==> src/hdl/dti_pkg.sv <==
// Package: shared types and constants for the decimal token to int32 converter.
package dti_pkg;

   localparam int MAX_TOKEN_BYTES_DEF = 31;

   localparam logic [35:0] MAG_CAP    = 36'd2147483649;
   localparam logic [31:0] POS_LIMIT  = 32'h7FFF_FFFF;
   localparam logic [31:0] NEG_LIMIT  = 32'h8000_0000;

   localparam logic [1:0] KIND_PRIMITIVE = 2'd0;
   localparam logic [1:0] KIND_STRING    = 2'd1;

   localparam logic [7:0] CHAR_NUL   = 8'h00;
   localparam logic [7:0] CHAR_TAB   = 8'h09;
   localparam logic [7:0] CHAR_CR    = 8'h0D;
   localparam logic [7:0] CHAR_SPACE = 8'h20;
   localparam logic [7:0] CHAR_PLUS  = 8'h2B;
   localparam logic [7:0] CHAR_MINUS = 8'h2D;
   localparam logic [7:0] CHAR_ZERO  = 8'h30;
   localparam logic [7:0] CHAR_NINE  = 8'h39;

   typedef enum logic [1:0] {
      PH_SPACE  = 2'd0,
      PH_SIGN   = 2'd1,
      PH_DIGITS = 2'd2
   } phase_type;

   typedef struct packed {
      logic signed [31:0] value;
      logic               error;
   } result_type;

endpackage

==> src/hdl/dti_if.sv <==
// Interfaces: request (token byte) and response (parsed value) channels.
interface dti_req_if;
   logic       valid;
   logic       ready;
   logic [7:0] char_byte;
   logic       has_char;
   logic       last;
   logic [1:0] token_kind;

   modport source (output valid, char_byte, has_char, last, token_kind, input ready);
   modport sink   (input valid, char_byte, has_char, last, token_kind, output ready);
endinterface

interface dti_rsp_if;
   logic               valid;
   logic               ready;
   logic signed [31:0] value;
   logic               error;

   modport source (output valid, value, error, input ready);
   modport sink   (input valid, value, error, output ready);
endinterface

==> src/hdl/dti_parser.sv <==
// Parser: per-token parse state, one byte per step, and the result of the closing byte.
module dti_parser #(
   parameter int MAX_TOKEN_BYTES = dti_pkg::MAX_TOKEN_BYTES_DEF
) (
   input  logic                clock,
   input  logic                reset,
   input  logic                step,
   input  logic [7:0]          char_byte,
   input  logic                has_char,
   input  logic                last,
   input  logic [1:0]          token_kind,
   output dti_pkg::result_type result
);

   localparam int CNT_W = $clog2(MAX_TOKEN_BYTES + 1);

   dti_pkg::phase_type phase_ff, phase_in;
   logic               negative_ff, negative_in;
   logic [31:0]        magnitude_ff, magnitude_in;
   logic               overflowed_ff, overflowed_in;
   logic               syntax_bad_ff, syntax_bad_in;
   logic               terminated_ff, terminated_in;
   logic [CNT_W-1:0]   byte_count_ff, byte_count_in;
   logic               too_long_ff, too_long_in;

   logic               is_digit;
   logic               is_space;
   logic [35:0]        product;
   logic               err;

   assign is_digit = (char_byte >= dti_pkg::CHAR_ZERO) && (char_byte <= dti_pkg::CHAR_NINE);
   assign is_space = (char_byte == dti_pkg::CHAR_SPACE)
                     || ((char_byte >= dti_pkg::CHAR_TAB) && (char_byte <= dti_pkg::CHAR_CR));
   assign product  = ({4'b0, magnitude_ff} << 3) + ({4'b0, magnitude_ff} << 1)
                     + {32'b0, char_byte[3:0] - dti_pkg::CHAR_ZERO[3:0]};

   always_comb begin
      phase_in      = phase_ff;
      negative_in   = negative_ff;
      magnitude_in  = magnitude_ff;
      overflowed_in = overflowed_ff;
      syntax_bad_in = syntax_bad_ff;
      terminated_in = terminated_ff;
      byte_count_in = byte_count_ff;
      too_long_in   = too_long_ff;
      if (has_char) begin
         if (byte_count_ff >= CNT_W'(MAX_TOKEN_BYTES)) begin
            too_long_in = 1'b1;
         end else begin
            byte_count_in = byte_count_ff + CNT_W'(1);
         end
         if (!terminated_ff) begin
            if (char_byte == dti_pkg::CHAR_NUL) begin
               terminated_in = 1'b1;
            end else if (is_digit) begin
               if (!(phase_ff == dti_pkg::PH_DIGITS && syntax_bad_ff)) begin
                  phase_in = dti_pkg::PH_DIGITS;
                  if (product >= dti_pkg::MAG_CAP) begin
                     magnitude_in  = dti_pkg::MAG_CAP[31:0];
                     overflowed_in = 1'b1;
                  end else begin
                     magnitude_in = product[31:0];
                  end
               end
            end else if (phase_ff == dti_pkg::PH_SPACE && is_space) begin
               phase_in = dti_pkg::PH_SPACE;
            end else if (phase_ff == dti_pkg::PH_SPACE
                         && (char_byte == dti_pkg::CHAR_PLUS
                             || char_byte == dti_pkg::CHAR_MINUS)) begin
               negative_in = (char_byte == dti_pkg::CHAR_MINUS);
               phase_in    = dti_pkg::PH_SIGN;
            end else begin
               syntax_bad_in = 1'b1;
            end
         end
      end
   end

   always_comb begin
      err = (token_kind != dti_pkg::KIND_PRIMITIVE && token_kind != dti_pkg::KIND_STRING)
            || too_long_in || syntax_bad_in || overflowed_in
            || (phase_in != dti_pkg::PH_DIGITS)
            || (negative_in ? (magnitude_in > dti_pkg::NEG_LIMIT)
                            : (magnitude_in > dti_pkg::POS_LIMIT));
      result.error = err;
      if (err) begin
         result.value = '1;
      end else if (negative_in) begin
         result.value = 32'sd0 - $signed(magnitude_in);
      end else begin
         result.value = $signed(magnitude_in);
      end
   end

   always_ff @(posedge clock) begin
      if (reset || (step && last)) begin
         phase_ff      <= dti_pkg::PH_SPACE;
         negative_ff   <= 1'b0;
         magnitude_ff  <= '0;
         overflowed_ff <= 1'b0;
         syntax_bad_ff <= 1'b0;
         terminated_ff <= 1'b0;
         byte_count_ff <= '0;
         too_long_ff   <= 1'b0;
      end else if (step) begin
         phase_ff      <= phase_in;
         negative_ff   <= negative_in;
         magnitude_ff  <= magnitude_in;
         overflowed_ff <= overflowed_in;
         syntax_bad_ff <= syntax_bad_in;
         terminated_ff <= terminated_in;
         byte_count_ff <= byte_count_in;
         too_long_ff   <= too_long_in;
      end
   end

endmodule

==> src/hdl/decimal_token_to_int32_core.sv <==
// Top level: decimal token to signed 32-bit integer converter.
//
// req_bus carries the bytes of one token, one byte per transaction, with
// has_char, last and token_kind. rsp_bus carries one transaction per token
// (value, error), issued for the transaction marked last; other request
// transactions give no response. On error value is all ones.
//
// Throughput: one request transaction per cycle unless rsp_bus stalls, set by
// the single multiply-by-ten-and-add step of the parser. The last byte passes
// through the input register, then the result register that drives rsp_bus.
// When rsp_bus stalls, the result register holds and the input register
// takes one more byte; req_bus.ready drops only while both are full.
//
// Reset (synchronous, active high) empties both registers and returns the
// parse state to its start; a partly received token is dropped.
module decimal_token_to_int32_core #(
   parameter int MAX_TOKEN_BYTES = dti_pkg::MAX_TOKEN_BYTES_DEF
) (
   input logic       clock,
   input logic       reset,
   dti_req_if.sink   req_bus,
   dti_rsp_if.source rsp_bus
);

   logic                in_valid_ff;
   logic [7:0]          char_byte_ff;
   logic                has_char_ff;
   logic                last_ff;
   logic [1:0]          token_kind_ff;
   logic                step;
   logic                out_valid_ff;
   dti_pkg::result_type result;
   dti_pkg::result_type result_ff;

   assign step          = in_valid_ff && (!out_valid_ff || rsp_bus.ready);
   assign req_bus.ready = !in_valid_ff || step;

   always_ff @(posedge clock) begin
      if (reset) begin
         in_valid_ff <= 1'b0;
      end else if (req_bus.ready) begin
         in_valid_ff <= req_bus.valid;
      end
   end

   always_ff @(posedge clock) begin
      if (req_bus.ready && req_bus.valid) begin
         char_byte_ff  <= req_bus.char_byte;
         has_char_ff   <= req_bus.has_char;
         last_ff       <= req_bus.last;
         token_kind_ff <= req_bus.token_kind;
      end
   end

   dti_parser #(
      .MAX_TOKEN_BYTES(MAX_TOKEN_BYTES)
   ) u_parser (
      .clock     (clock),
      .reset     (reset),
      .step      (step),
      .char_byte (char_byte_ff),
      .has_char  (has_char_ff),
      .last      (last_ff),
      .token_kind(token_kind_ff),
      .result    (result)
   );

   always_ff @(posedge clock) begin
      if (reset) begin
         out_valid_ff <= 1'b0;
      end else if (!out_valid_ff || rsp_bus.ready) begin
         out_valid_ff <= step && last_ff;
      end
   end

   always_ff @(posedge clock) begin
      if (step && last_ff) begin
         result_ff <= result;
      end
   end

   assign rsp_bus.valid = out_valid_ff;
   assign rsp_bus.value = result_ff.value;
   assign rsp_bus.error = result_ff.error;

endmodule

==> src/flat_wrapper.sv <==
// flat-port wrapper written by rule: the top's interface ports become plain ports
module decimal_token_to_int32_core_flat 
#(
   parameter int MAX_TOKEN_BYTES = dti_pkg::MAX_TOKEN_BYTES_DEF
)
  (clock, reset, req_bus_valid, req_bus_char_byte, req_bus_has_char, req_bus_last, req_bus_token_kind, req_bus_ready, rsp_bus_valid, rsp_bus_value, rsp_bus_error, rsp_bus_ready);
  dti_req_if req_bus_i ();
  dti_rsp_if rsp_bus_i ();
  input logic clock;
  input logic reset;
  input wire logic [$bits(req_bus_i.valid)-1:0] req_bus_valid;
  input wire logic [$bits(req_bus_i.char_byte)-1:0] req_bus_char_byte;
  input wire logic [$bits(req_bus_i.has_char)-1:0] req_bus_has_char;
  input wire logic [$bits(req_bus_i.last)-1:0] req_bus_last;
  input wire logic [$bits(req_bus_i.token_kind)-1:0] req_bus_token_kind;
  output wire logic [$bits(req_bus_i.ready)-1:0] req_bus_ready;
  output wire logic [$bits(rsp_bus_i.valid)-1:0] rsp_bus_valid;
  output wire logic [$bits(rsp_bus_i.value)-1:0] rsp_bus_value;
  output wire logic [$bits(rsp_bus_i.error)-1:0] rsp_bus_error;
  input wire logic [$bits(rsp_bus_i.ready)-1:0] rsp_bus_ready;
  assign req_bus_i.valid = req_bus_valid;
  assign req_bus_i.char_byte = req_bus_char_byte;
  assign req_bus_i.has_char = req_bus_has_char;
  assign req_bus_i.last = req_bus_last;
  assign req_bus_i.token_kind = req_bus_token_kind;
  assign req_bus_ready = req_bus_i.ready;
  assign rsp_bus_valid = rsp_bus_i.valid;
  assign rsp_bus_value = rsp_bus_i.value;
  assign rsp_bus_error = rsp_bus_i.error;
  assign rsp_bus_i.ready = rsp_bus_ready;
  decimal_token_to_int32_core #(.MAX_TOKEN_BYTES(MAX_TOKEN_BYTES)) u_core (.clock(clock), .reset(reset), .req_bus(req_bus_i), .rsp_bus(rsp_bus_i));
endmodule
==> config.mk <==
export PLATFORM = sky130hd
export DESIGN_NAME = decimal_token_to_int32_core_flat
export DESIGN_NICKNAME = d
export VERILOG_FILES = /design/src/hdl/dti_pkg.sv /design/src/hdl/dti_if.sv /design/src/hdl/dti_parser.sv /design/src/hdl/decimal_token_to_int32_core.sv /design/src/flat_wrapper.sv
export SDC_FILE = /design/constraint.sdc
export NUM_CORES = 1
export LEC_CHECK = 0
export ABC_CLOCK_PERIOD_IN_PS = 18700
export BUFFER_PORTS_ARGS = -buffer_cell sky130_fd_sc_hd__buf_4
export CAP_MARGIN = 5
export CELL_PAD_IN_SITES_DETAIL_PLACEMENT = 0
export CELL_PAD_IN_SITES_GLOBAL_PLACEMENT = 1
export CORE_ASPECT_RATIO = 0.8
export CORE_UTILIZATION = 50
export DETAILED_ROUTE_END_ITERATION = 8
export GPL_ROUTABILITY_DRIVEN = 0
export GPL_TIMING_DRIVEN = 0
export PLACE_DENSITY = 0.84
export SKIP_CTS_REPAIR_TIMING = 1
export SLEW_MARGIN = 20
export SYNTH_ARGS = -nofsm -noshare
export SYNTH_HDL_FRONTEND = slang
export SYNTH_SLANG_ARGS = --single-unit
export TNS_END_PERCENT = 100
==> constraint.sdc <==
create_clock -name clock -period 18.7 [get_ports clock]
set_input_delay 3.74 -clock clock [delete_from_list [all_inputs] [get_ports clock]]
set_output_delay 3.74 -clock clock [all_outputs]
set_load 0.01 [all_outputs]
==> impl_metrics.json <==
{
  "outcome": "completed",
  "dp_cells": 1120,
  "antenna_found_initial": 0,
  "fin_worst_skew_ns": 0.00968,
  "cp_common_cell": "sky130_fd_sc_hd__buf_4",
  "worst_skew_pair.late_latency_ns": 0.35,
  "syn-num-nets": 971,
  "slew-limit-headroom_pct": 41.5,
  "wl_per_cell_um": 20.3,
  "detail_route.first_pass.iterations": 5,
  "critPathBufInv": 2,
  "worstPathRequired_ns": 14.96,
  "crit_path_capture": "req_bus_ready",
  "max_slew.worst_pin.slew_ns": 0.871,
  "netlist-cell-type-count": 82,
  "floorplan.initialDensity_pct": 51.1,
  "worst_r2r_endpoint": "u_core.rsp_bus.value[4]",
  "max-cap-violations": 0,
  "ff2ff_setup_slack_ns": 11.12,
  "postSynth.topFlopCell": "sky130_fd_sc_hd__dfxtp_1",
  "netlist_area_um2": 7280,
  "critPathKind": "input pin to output pin",
  "vias_per_cell": 6.36,
  "finalHoldViolCount": 0,
  "cell_family_contributing_the_most_delay_on_the_critical_path": "buffers and inverters",
  "antenna_left": 0,
  "die_span_in_y_um": 110,
  "commonest_cells_after_routing_fill_and_taps_aside": "127 x sky130_fd_sc_hd__nand2_1, 105 x sky130_fd_sc_hd__nor2_1, 67 x sky130_fd_sc_hd__a21oi_1",
  "min_period_over_period_pct": 42.4,
  "rsz_0062_raised_after_global_routing": "false",
  "ff2ff_path_depth": 24,
  "groute.usage.overall_pct": 31.1,
  "start_kind": "input pin",
  "reg2reg_from": "u_core.u_parser.magnitude_ff[0]",
  "holdCritPathClass": "register to register",
  "cts_sinks": 90,
  "dr_total_vias": 7221,
  "final_common_cell": "sky130_fd_sc_hd__nand2_1",
  "buffer_ports.inserted": 49,
  "grt_remaining_overflow": 0,
  "io_pins": 51,
  "grt_max_degree": 35,
  "final.hold.worst_slack_ns": 0.458,
  "drt_iter0_markers": 754,
  "worst-path-stages": 3,
  "flow.area_growth_from_synthesis_pct": 12.5,
  "syn_warnings": 0,
  "power_mw": 0.499,
  "finish.cell_count_without_fillers": 1136,
  "total_cts_buffers": 9,
  "place.detailed.hpwl_um": 18200,
  "cts-htree-levels": 3,
  "power.density_nw_per_um2": 61.0,
  "post_dp_cell_area_um2": 7880,
  "antenna_cells": 0,
  "finalSetupViolCount": 0,
  "leakage_nw": 3.07,
  "cts.reportedPaths.clkPinSlew_ns": 0.07,
  "die_w_um": 137,
  "grt_pass1_vias": 6668,
  "cpPeakStageDelay_ns": 0.18,
  "final-max-slew-violation-count": 0,
  "synthDominantAreaCellType": "sky130_fd_sc_hd__edfxtp_1",
  "tns_ns": 0,
  "share_of_post_route_cells_with_drive_strength_above_1_pct": 10.8,
  "cts_buffer_depth": 2,
  "ys_async_sr_fraction_pct": 0,
  "synth_seq_cells": 90,
  "finalNetCount": 1031,
  "crit_path_end_kind": "output pin",
  "peakVddDrop_uv": 57.4,
  "ys_seq_area_share_pct": 30.8,
  "syn-instance-count": 887,
  "worstPathMaxFanout": 3,
  "placement_rows": 39,
  "timing.critical_path.slowest_stage_cell": "sky130_fd_sc_hd__nand3b_1",
  "tritoncts": "done",
  "post_synth_main_area_contributors": "sky130_fd_sc_hd__edfxtp_1 18%, sky130_fd_sc_hd__dfxtp_1 13%, sky130_fd_sc_hd__ha_1 11%, sky130_fd_sc_hd__nand2_1 6.6%, sky130_fd_sc_hd__nor2_1 5.4%",
  "remaining_drc_errors": 0,
  "fmaxAchievable_mhz": 126,
  "critical_path_arrival_ns": 4.20,
  "wire_length_of_the_first_global_routing_pass_um": 35500,
  "synth_edf_count": 44,
  "design.die.area_um2": 15000,
  "path_cells": "buf_4, nand3b_1, buf_4",
  "syn_avg_cell_area_um2": 8.20,
  "critPathLaunch": "rsp_bus_ready",
  "routed_wirelength_um": 23000,
  "design.core.area_um2": 14200,
  "final_critical_path_time_including_i_o_delays_and_setup_ns": 7.94,
  "synth.top_cell.area_share_pct": 18.2,
  "stdcell_area_um2": 8190,
  "clock-root-buffer": "sky130_fd_sc_hd__clkbuf_16"
}
==> registers in the layout (all words and copies together), names as in the netlist, 2 cells and up <==
register                       cells
u_core.rsp_bus.value              32
u_core.u_parser.magnitude_ff      32
u_core.char_byte_ff                8
u_core.u_parser.byte_count_ff      5
u_core.u_parser.phase_ff           2
==> cell usage after synthesis, types with 6 or more instances <==
cell type and instances:
sky130_fd_sc_hd__xor2_1 28, sky130_fd_sc_hd__a31oi_1 17, sky130_fd_sc_hd__inv_1 17, sky130_fd_sc_hd__and2_1 8, sky130_fd_sc_hd__buf_2 6, sky130_fd_sc_hd__or3_1 10
sky130_fd_sc_hd__xnor2_1 29, sky130_fd_sc_hd__clkbuf_1 25, sky130_fd_sc_hd__a22oi_1 7, sky130_fd_sc_hd__dfxtp_1 46, sky130_fd_sc_hd__o211ai_1 8, sky130_fd_sc_hd__nand2_1 127
sky130_fd_sc_hd__a21o_1 10, sky130_fd_sc_hd__edfxtp_1 44, sky130_fd_sc_hd__o21ai_0 55, sky130_fd_sc_hd__and3_1 6, sky130_fd_sc_hd__nor4_1 14, sky130_fd_sc_hd__mux2i_1 6
sky130_fd_sc_hd__a211oi_1 23, sky130_fd_sc_hd__nand3_1 15, sky130_fd_sc_hd__o21ai_1 6, sky130_fd_sc_hd__nor2_1 105, sky130_fd_sc_hd__a41oi_1 6, sky130_fd_sc_hd__a21oi_1 67
sky130_fd_sc_hd__nor3_1 20, sky130_fd_sc_hd__ha_1 66, sky130_fd_sc_hd__nand4_1 12
==> power breakdown <==
part	switching, mW	leakage [nW]	internal [mW]
clock	0.0809	0.145	0.106
sequential	0.00718	0.680	0.211
combinational	0.0629	2.24	0.0317
total	0.151	3.07	0.348
==> worst register-to-register path: cells and delay by family (launching register included) <==
kind | cells | cell delay (ns)
flops | 1 | 0.42
simple gates | 8 | 2.17
xor+xnor | 1 | 0.20
buf+inv | 4 | 0.55
compound gates | 8 | 2.65
fa+ha+maj | 3 | 1.34
==> kinds of logic (layout without fill, tap and decap cells) <==
family | after synthesis | count (layout) | share of synthesized area (%)
flip-flops | 90 | 90 | 30.8
buffers and inverters | 56 | 121 | 3.30
AND/OR/NAND/NOR | 348 | 348 | 22.1
AO/OA/AOI/OAI | 262 | 262 | 24.2
multiplexers | 6 | 6 | 0.825
adder cells (fa/ha/maj) | 68 | 68 | 11.9
XOR/XNOR | 57 | 57 | 6.86
==> cell type report <==
class	instances	area, µm²
Tap cell	184	230
Buffer	38	173
Inverter	18	67.6
Timing Repair Buffer	49	368
Clock buffer	10	229
Sequential cell	90	2240
Fill cell	1373	6060
Clock inverter	6	75.1
Multi-Input combinational cell	741	4800
==> metrics by stage <==
stage	setup slack (ns)	utilization, %
finish	10.76	57.4
global route	10.73	57.4
CTS	10.76	57.4
detailed placement	10.76	55.3
global placement	10.77	55.3
floorplan	11.01	-
==> per-layer routing <==
| metal | vias to the layer above | track usage, % | routed length [µm] |
|---|---|---|---|
| li1 | 3411 | - | - |
| met2 | 304 | 49.3 | 10400 |
| met3 | 44 | 5.39 | 1840 |
| met1 | 3462 | 43.4 | 10400 |
| met5 | - | 0 | 0 |
| met4 | 0 | 8.48 | 423 |
==> worst min-delay path by stage <==
stage / startpoint / endpoint / cells after the start
after global placement: u_core.u_parser.too_long_ff / u_core.u_parser.too_long_ff / 2
after floorplan: u_core.u_parser.too_long_ff / u_core.u_parser.too_long_ff / 2
after CTS: u_core.u_parser.negative_ff / u_core.u_parser.negative_ff / 2
final: u_core.u_parser.negative_ff / u_core.u_parser.negative_ff / 2
after global routing: u_core.u_parser.negative_ff / u_core.u_parser.negative_ff / 2
after detailed placement: u_core.u_parser.negative_ff / u_core.u_parser.negative_ff / 2
Power figures use the tool's default switching activity.
